**src/rtl/u2d_pkg.sv**
```systemverilog
package u2d_pkg;

    localparam int VALUE_W   = 64;
    localparam int DIGIT_W   = 4;
    localparam int CHAR_W    = 6;
    localparam int STEP_W    = 8;
    localparam int REM_X_W   = DIGIT_W + STEP_W;
    localparam int PROD_W    = 2 * REM_X_W;
    localparam int RECIP_SH  = 15;

    localparam logic [REM_X_W-1:0] RECIP_TEN  = REM_X_W'(3277);
    localparam logic [CHAR_W-1:0]  ASCII_ZERO = CHAR_W'(48);

    typedef struct packed {
        logic busy;
        logic done;
    } t_div_status;

endpackage

```
**src/rtl/u2d_div10.sv**
```systemverilog
module u2d_div10 (
    input  logic                         i_clk,
    input  logic                         i_rst_n,
    input  logic                         i_start,
    input  logic [u2d_pkg::VALUE_W-1:0]  i_value,
    output u2d_pkg::t_div_status         o_status,
    output logic [u2d_pkg::VALUE_W-1:0]  o_quot,
    output logic [u2d_pkg::DIGIT_W-1:0]  o_rem
);

    localparam int STEPS = u2d_pkg::VALUE_W / u2d_pkg::STEP_W;
    localparam int CNT_W = $clog2(STEPS);

    logic [u2d_pkg::VALUE_W-1:0] r_work;
    logic [u2d_pkg::DIGIT_W-1:0] r_rem;
    logic [CNT_W-1:0]            r_cnt;
    logic                        r_busy;
    logic                        r_done;

    logic [u2d_pkg::REM_X_W-1:0] w_x;
    logic [u2d_pkg::PROD_W-1:0]  w_prod;
    logic [u2d_pkg::STEP_W-1:0]  w_q;
    logic [u2d_pkg::REM_X_W-1:0] w_q10;
    logic [u2d_pkg::REM_X_W-1:0] w_r;

    // Each step divides the remainder joined with the next byte by ten.
    always_comb begin
        w_x    = {r_rem, r_work[u2d_pkg::VALUE_W-1 -: u2d_pkg::STEP_W]};
        w_prod = u2d_pkg::PROD_W'(w_x) * u2d_pkg::PROD_W'(u2d_pkg::RECIP_TEN);
        w_q    = w_prod[u2d_pkg::RECIP_SH +: u2d_pkg::STEP_W];
        w_q10  = {1'b0, w_q, 3'b000} + {3'b000, w_q, 1'b0};
        w_r    = w_x - w_q10;
    end

    always_ff @(posedge i_clk) begin
        if (!i_rst_n) begin
            r_busy <= 1'b0;
            r_done <= 1'b0;
            r_cnt  <= '0;
        end else if (i_start) begin
            r_busy <= 1'b1;
            r_done <= 1'b0;
            r_cnt  <= '0;
        end else if (r_busy) begin
            r_cnt <= r_cnt + 1'b1;
            if (r_cnt == CNT_W'(STEPS - 1)) begin
                r_busy <= 1'b0;
                r_done <= 1'b1;
            end
        end else begin
            r_done <= 1'b0;
        end
    end

    always_ff @(posedge i_clk) begin
        if (i_start) begin
            r_work <= i_value;
            r_rem  <= '0;
        end else if (r_busy) begin
            r_work <= {r_work[u2d_pkg::VALUE_W-u2d_pkg::STEP_W-1:0], w_q};
            r_rem  <= w_r[u2d_pkg::DIGIT_W-1:0];
        end
    end

    assign o_status.busy = r_busy;
    assign o_status.done = r_done;
    assign o_quot        = r_work;
    assign o_rem         = r_rem;

endmodule

```
**src/rtl/u2d_digit_store.sv**
```systemverilog
module u2d_digit_store #(
    parameter int DEPTH  = 20,
    parameter int ADDR_W = 5
) (
    input  logic                         i_clk,
    input  logic                         i_we,
    input  logic [ADDR_W-1:0]            i_waddr,
    input  logic [u2d_pkg::DIGIT_W-1:0]  i_wdata,
    input  logic                         i_re,
    input  logic [ADDR_W-1:0]            i_raddr,
    output logic [u2d_pkg::DIGIT_W-1:0]  o_rdata
);

    logic [u2d_pkg::DIGIT_W-1:0] r_mem [DEPTH];
    logic [u2d_pkg::DIGIT_W-1:0] r_rdata;

    always_ff @(posedge i_clk) begin
        if (i_we) begin
            r_mem[i_waddr] <= i_wdata;
        end
    end

    always_ff @(posedge i_clk) begin
        if (i_re) begin
            r_rdata <= r_mem[i_raddr];
        end
    end

    assign o_rdata = r_rdata;

endmodule

```
**src/rtl/uint64_to_decimal_ascii.sv**
```systemverilog
// Converts one unsigned 64-bit item into decimal ASCII characters, most significant first.
// Each digit comes from the byte-serial divide-by-ten unit (8 steps plus one handoff).
// Each character then passes through a store read state and an output state, plus any output stall.
// No new item is accepted until the last character of the current item has been taken.
// Reset is synchronous and active low; it idles the sequencer and drops o_valid.
module uint64_to_decimal_ascii #(
    parameter int MAX_DIGITS = 20
) (
    input  logic                            i_clk,
    input  logic                            i_rst_n,
    input  logic                            i_valid,
    output logic                            o_ready,
    input  logic [u2d_pkg::VALUE_W-1:0]     i_value,
    output logic                            o_valid,
    input  logic                            i_ready,
    output logic [u2d_pkg::CHAR_W-1:0]      o_ascii_char,
    output logic                            o_last
);

    localparam int CNT_W  = $clog2(MAX_DIGITS + 1);
    localparam int ADDR_W = $clog2(MAX_DIGITS);

    typedef enum logic [3:0] {
        S_IDLE = 4'b0001,
        S_DIV  = 4'b0010,
        S_READ = 4'b0100,
        S_EMIT = 4'b1000
    } t_state;

    t_state               r_state;
    t_state               n_state;
    logic [CNT_W-1:0]     r_count;
    logic [CNT_W-1:0]     n_count;

    logic                         w_start;
    logic [u2d_pkg::VALUE_W-1:0]  w_start_value;
    u2d_pkg::t_div_status         w_div_status;
    logic [u2d_pkg::VALUE_W-1:0]  w_quot;
    logic [u2d_pkg::DIGIT_W-1:0]  w_rem;
    logic                         w_we;
    logic                         w_re;
    logic [CNT_W-1:0]             w_count_inc;
    logic [CNT_W-1:0]             w_count_dec;
    logic [u2d_pkg::DIGIT_W-1:0]  w_rdata;

    assign w_count_inc = r_count + 1'b1;
    assign w_count_dec = r_count - 1'b1;

    always_comb begin
        n_state       = r_state;
        n_count       = r_count;
        w_start       = 1'b0;
        w_start_value = i_value;
        w_we          = 1'b0;
        w_re          = 1'b0;
        unique case (r_state)
            S_IDLE: begin
                if (i_valid) begin
                    w_start = 1'b1;
                    n_count = '0;
                    n_state = S_DIV;
                end
            end
            S_DIV: begin
                if (w_div_status.done) begin
                    w_we    = 1'b1;
                    n_count = w_count_inc;
                    if ((w_quot != '0) && (w_count_inc < CNT_W'(MAX_DIGITS))) begin
                        w_start       = 1'b1;
                        w_start_value = w_quot;
                    end else begin
                        n_state = S_READ;
                    end
                end
            end
            S_READ: begin
                w_re    = 1'b1;
                n_count = w_count_dec;
                n_state = S_EMIT;
            end
            S_EMIT: begin
                if (i_ready) begin
                    if (r_count == '0) begin
                        n_state = S_IDLE;
                    end else begin
                        n_state = S_READ;
                    end
                end
            end
            default: begin
                n_state = S_IDLE;
            end
        endcase
    end

    always_ff @(posedge i_clk) begin
        if (!i_rst_n) begin
            r_state <= S_IDLE;
            r_count <= '0;
        end else begin
            r_state <= n_state;
            r_count <= n_count;
        end
    end

    u2d_div10 u_div10 (
        .i_clk    (i_clk),
        .i_rst_n  (i_rst_n),
        .i_start  (w_start),
        .i_value  (w_start_value),
        .o_status (w_div_status),
        .o_quot   (w_quot),
        .o_rem    (w_rem)
    );

    u2d_digit_store #(
        .DEPTH  (MAX_DIGITS),
        .ADDR_W (ADDR_W)
    ) u_digit_store (
        .i_clk   (i_clk),
        .i_we    (w_we),
        .i_waddr (r_count[ADDR_W-1:0]),
        .i_wdata (w_rem),
        .i_re    (w_re),
        .i_raddr (w_count_dec[ADDR_W-1:0]),
        .o_rdata (w_rdata)
    );

    assign o_ready      = (r_state == S_IDLE);
    assign o_valid      = (r_state == S_EMIT);
    assign o_ascii_char = u2d_pkg::ASCII_ZERO + u2d_pkg::CHAR_W'(w_rdata);
    assign o_last       = (r_count == '0);

endmodule
```
**config.mk**
```make
export PLATFORM = sky130hd
export DESIGN_NAME = uint64_to_decimal_ascii
export DESIGN_NICKNAME = d
export VERILOG_FILES = /design/src/rtl/u2d_pkg.sv /design/src/rtl/u2d_div10.sv /design/src/rtl/u2d_digit_store.sv /design/src/rtl/uint64_to_decimal_ascii.sv
export SDC_FILE = /design/constraint.sdc
export NUM_CORES = 1
export LEC_CHECK = 0
export ABC_AREA = 1
export BUFFER_PORTS_ARGS = -buffer_cell sky130_fd_sc_hd__buf_4
export CORE_MARGIN = 2
export CORE_UTILIZATION = 62
export DETAILED_ROUTE_END_ITERATION = 8
export GPL_ROUTABILITY_DRIVEN = 0
export PLACE_DENSITY = 0.81
export SETUP_SLACK_MARGIN = 0.15
export SKIP_LAST_GASP = 1
export SYNTH_ARGS = -nofsm -noshare
export SYNTH_HDL_FRONTEND = slang
export SYNTH_HIERARCHICAL = 1
export SYNTH_SLANG_ARGS = --single-unit
```
**constraint.sdc**
```tcl
create_clock -name i_clk -period 6.97 [get_ports i_clk]
set_clock_uncertainty 0.15 [all_clocks]
set_input_delay 0 -clock i_clk [delete_from_list [all_inputs] [get_ports i_clk]]
set_output_delay 0 -clock i_clk [all_outputs]
set_load 0.03 [all_outputs]
```
==> results.sh <==
export IMPL_final_layout_size_suffix_gt1_share_pct=13.5
export IMPL_holdCritStartpoint="i_rst_n"
export IMPL_grt_pass1_wl_mm=46.4
export IMPL_final_cell_mix="nand2_1, inv_1, edfxtp_1"
export IMPL_fillers=1229
export IMPL_drc_errors=0
export IMPL_cts_max_level=4
export IMPL_hold_depth=4
export IMPL_drtIter0Drc=670
export IMPL_r2r_slack_ps=1370
export IMPL_cts_tree="yes"
export IMPL_clock_sinks=166
export IMPL_rows=49
export IMPL_antenna_found_initial=1
export IMPL_max_slew_margin_pct=23.0
export IMPL_cts_buffers=17
export IMPL_core_um2=18100
export IMPL_r2r_start="u_div10/o_quot[59]$_DFFE_PP_"
export IMPL_ant_nets=0
export IMPL_hp_class="in2reg"
export IMPL_synthCells=1359
export IMPL_worst_pin_slew_ps=1150
export IMPL_path_clk_slew_ps=70
export IMPL_root_buffer="clkbuf_16"
export IMPL_clockBufferDepth=2
export IMPL_final_common_cell="nand2_1"
export IMPL_crit_required_ps=7140
export IMPL_arrival_ps=5770
export IMPL_worstSetupStartpoint="u_div10/o_quot[59]$_DFFE_PP_"
export IMPL_max_cap_violations=0
export IMPL_start_util_pct=63.7
export IMPL_crit_end="u_div10/o_rem[3]$_SDFFE_PP0P_"
export IMPL_pin_count=77
export IMPL_place_area_um2=12100
export IMPL_vias=9569
export IMPL_worstSetupPathType="reg2reg"
export IMPL_start_kind="flip-flop"
export IMPL_syn_cell_area_um2=11500
export IMPL_drt_wl_total_mm=28.4
export IMPL_slew_violations=0
export IMPL_max_clock_freq_mhz=179
export IMPL_r2r_cells=25
export IMPL_die_w_um=140
export IMPL_post_cts_buffers=0
export IMPL_status="complete, no violations"
export IMPL_tns_ps=0
export IMPL_critPathCaptureType="flip-flop"
export IMPL_fin_nets=1678
export IMPL_grt_overflow=0
export IMPL_wire_per_inst_um=16.5
export IMPL_grt_max_degree=90
export IMPL_setup_viol=0
export IMPL_first_global_vias=9662
export IMPL_area_growth_pct=15.9
export IMPL_period_needed_ps=5600
export IMPL_dieHeight_um=140
export IMPL_grt_usage_pct=29.7
export IMPL_finish_instance_area_um2=13400
export IMPL_insertion_delay_ps=430
export IMPL_worstPathMaxFanout=8
export IMPL_viasPerCell=5.54
export IMPL_fp_dieArea_um2=19700
export IMPL_dpl_hpwl_mm=18.2
export IMPL_grt_setup_unrepaired="no"
export IMPL_finalHoldViolCount=0
export IMPL_synth_warnings=6
export IMPL_port_buffers=74
export IMPL_worstReg2RegEnd="u_div10/o_rem[3]$_SDFFE_PP0P_"
export IMPL_synth_avg_cell_area_um2=8.48
export IMPL_dr_pass1_iters=6
export IMPL_min_period_over_period_pct=80.3
## sequential cells by signal, summed over array words and instances (netlist names)
register               count
u_div10/o_quot            64
u_digit_store/o_rdata      4
r_state                    4
r_count                    5
u_div10/r_cnt              3
u_div10/r_busy             1
u_digit_store/r_mem       80
u_div10/o_rem              4
u_div10/r_done             1
## what timing repair did
action | 4_1_cts | 5_1_grt
gates resized for setup | 0 | 0
endpoints found under the setup margin | 0 | 0
hold endpoints to repair | 78 | 0
hold buffers | 68 | 0
## through the flow
| stage | instances | utilization [%] | setup WS, ps | hold WS [ps] |
|---|---|---|---|---|
| floorplan | 1360 | - | 1820 | -65.8 |
| global placement | 1625 | 66.9 | 1590 | 119 |
| detailed placement | 1625 | 66.9 | 1420 | 130 |
| CTS | 1725 | 73.9 | 1400 | 237 |
| global route | 1726 | 73.9 | 1010 | 279 |
| finish | 1726 | 73.9 | 1370 | 250 |
## routing by layer
layer	up-vias	GRT usage (%)	routed length (um)
met2	414	53.0	14400
li1	4590	-	-
met4	0	11.9	986
met5	-	0	0
met1	4484	36.1	11300
met3	81	4.82	1680
## critical path, cell delays in order (launching register included)
cell	delay, ps
edfxtp_1	580
ha_1	390
inv_1	60
fa_1	520
inv_1	60
fa_1	500
fa_1	550
inv_1	60
fa_1	540
inv_1	50
ha_1	330
a21o_2	210
a21oi_1	210
nand2_1	90
nand2_1	80
nand3b_1	70
and2_1	190
ha_1	200
xnor2_1	240
inv_1	90
nand3_2	90
nand2_1	50
nand2_1	50
nand3_1	60
nand2_1	70
inv_1	40
## how the worst min path moves through the flow
stage | endpoint | slack (ps)
after floorplan | r_state[0]$_SDFFE_PN1P_ | -70
after global placement | r_state[0]$_SDFFE_PN1P_ | 120
after detailed placement | r_state[0]$_SDFFE_PN1P_ | 130
after CTS | r_state[1]$_SDFFE_PN0P_ | 240
after global routing | r_state[3]$_SDFFE_PN0P_ | 280
final | r_state[1]$_SDFFE_PN0P_ | 250
## area by class of cell
type | instances | area, um2 | area share, %
Timing Repair Buffer | 151 | 1300 | 9.76
Sequential cell | 166 | 4800 | 36.0
Clock inverter | 12 | 110 | 0.824
Inverter | 208 | 783 | 5.86
Tap cell | 229 | 287 | 2.14
Clock buffer | 20 | 468 | 3.50
Antenna cell | 1 | 2.50 | 0.0187
Multi-Input combinational cell | 939 | 5610 | 41.9
Power is left out: the tool's default activity adds up to more than one toggle a clock period on the data nets, which glitch-free logic cannot reach.
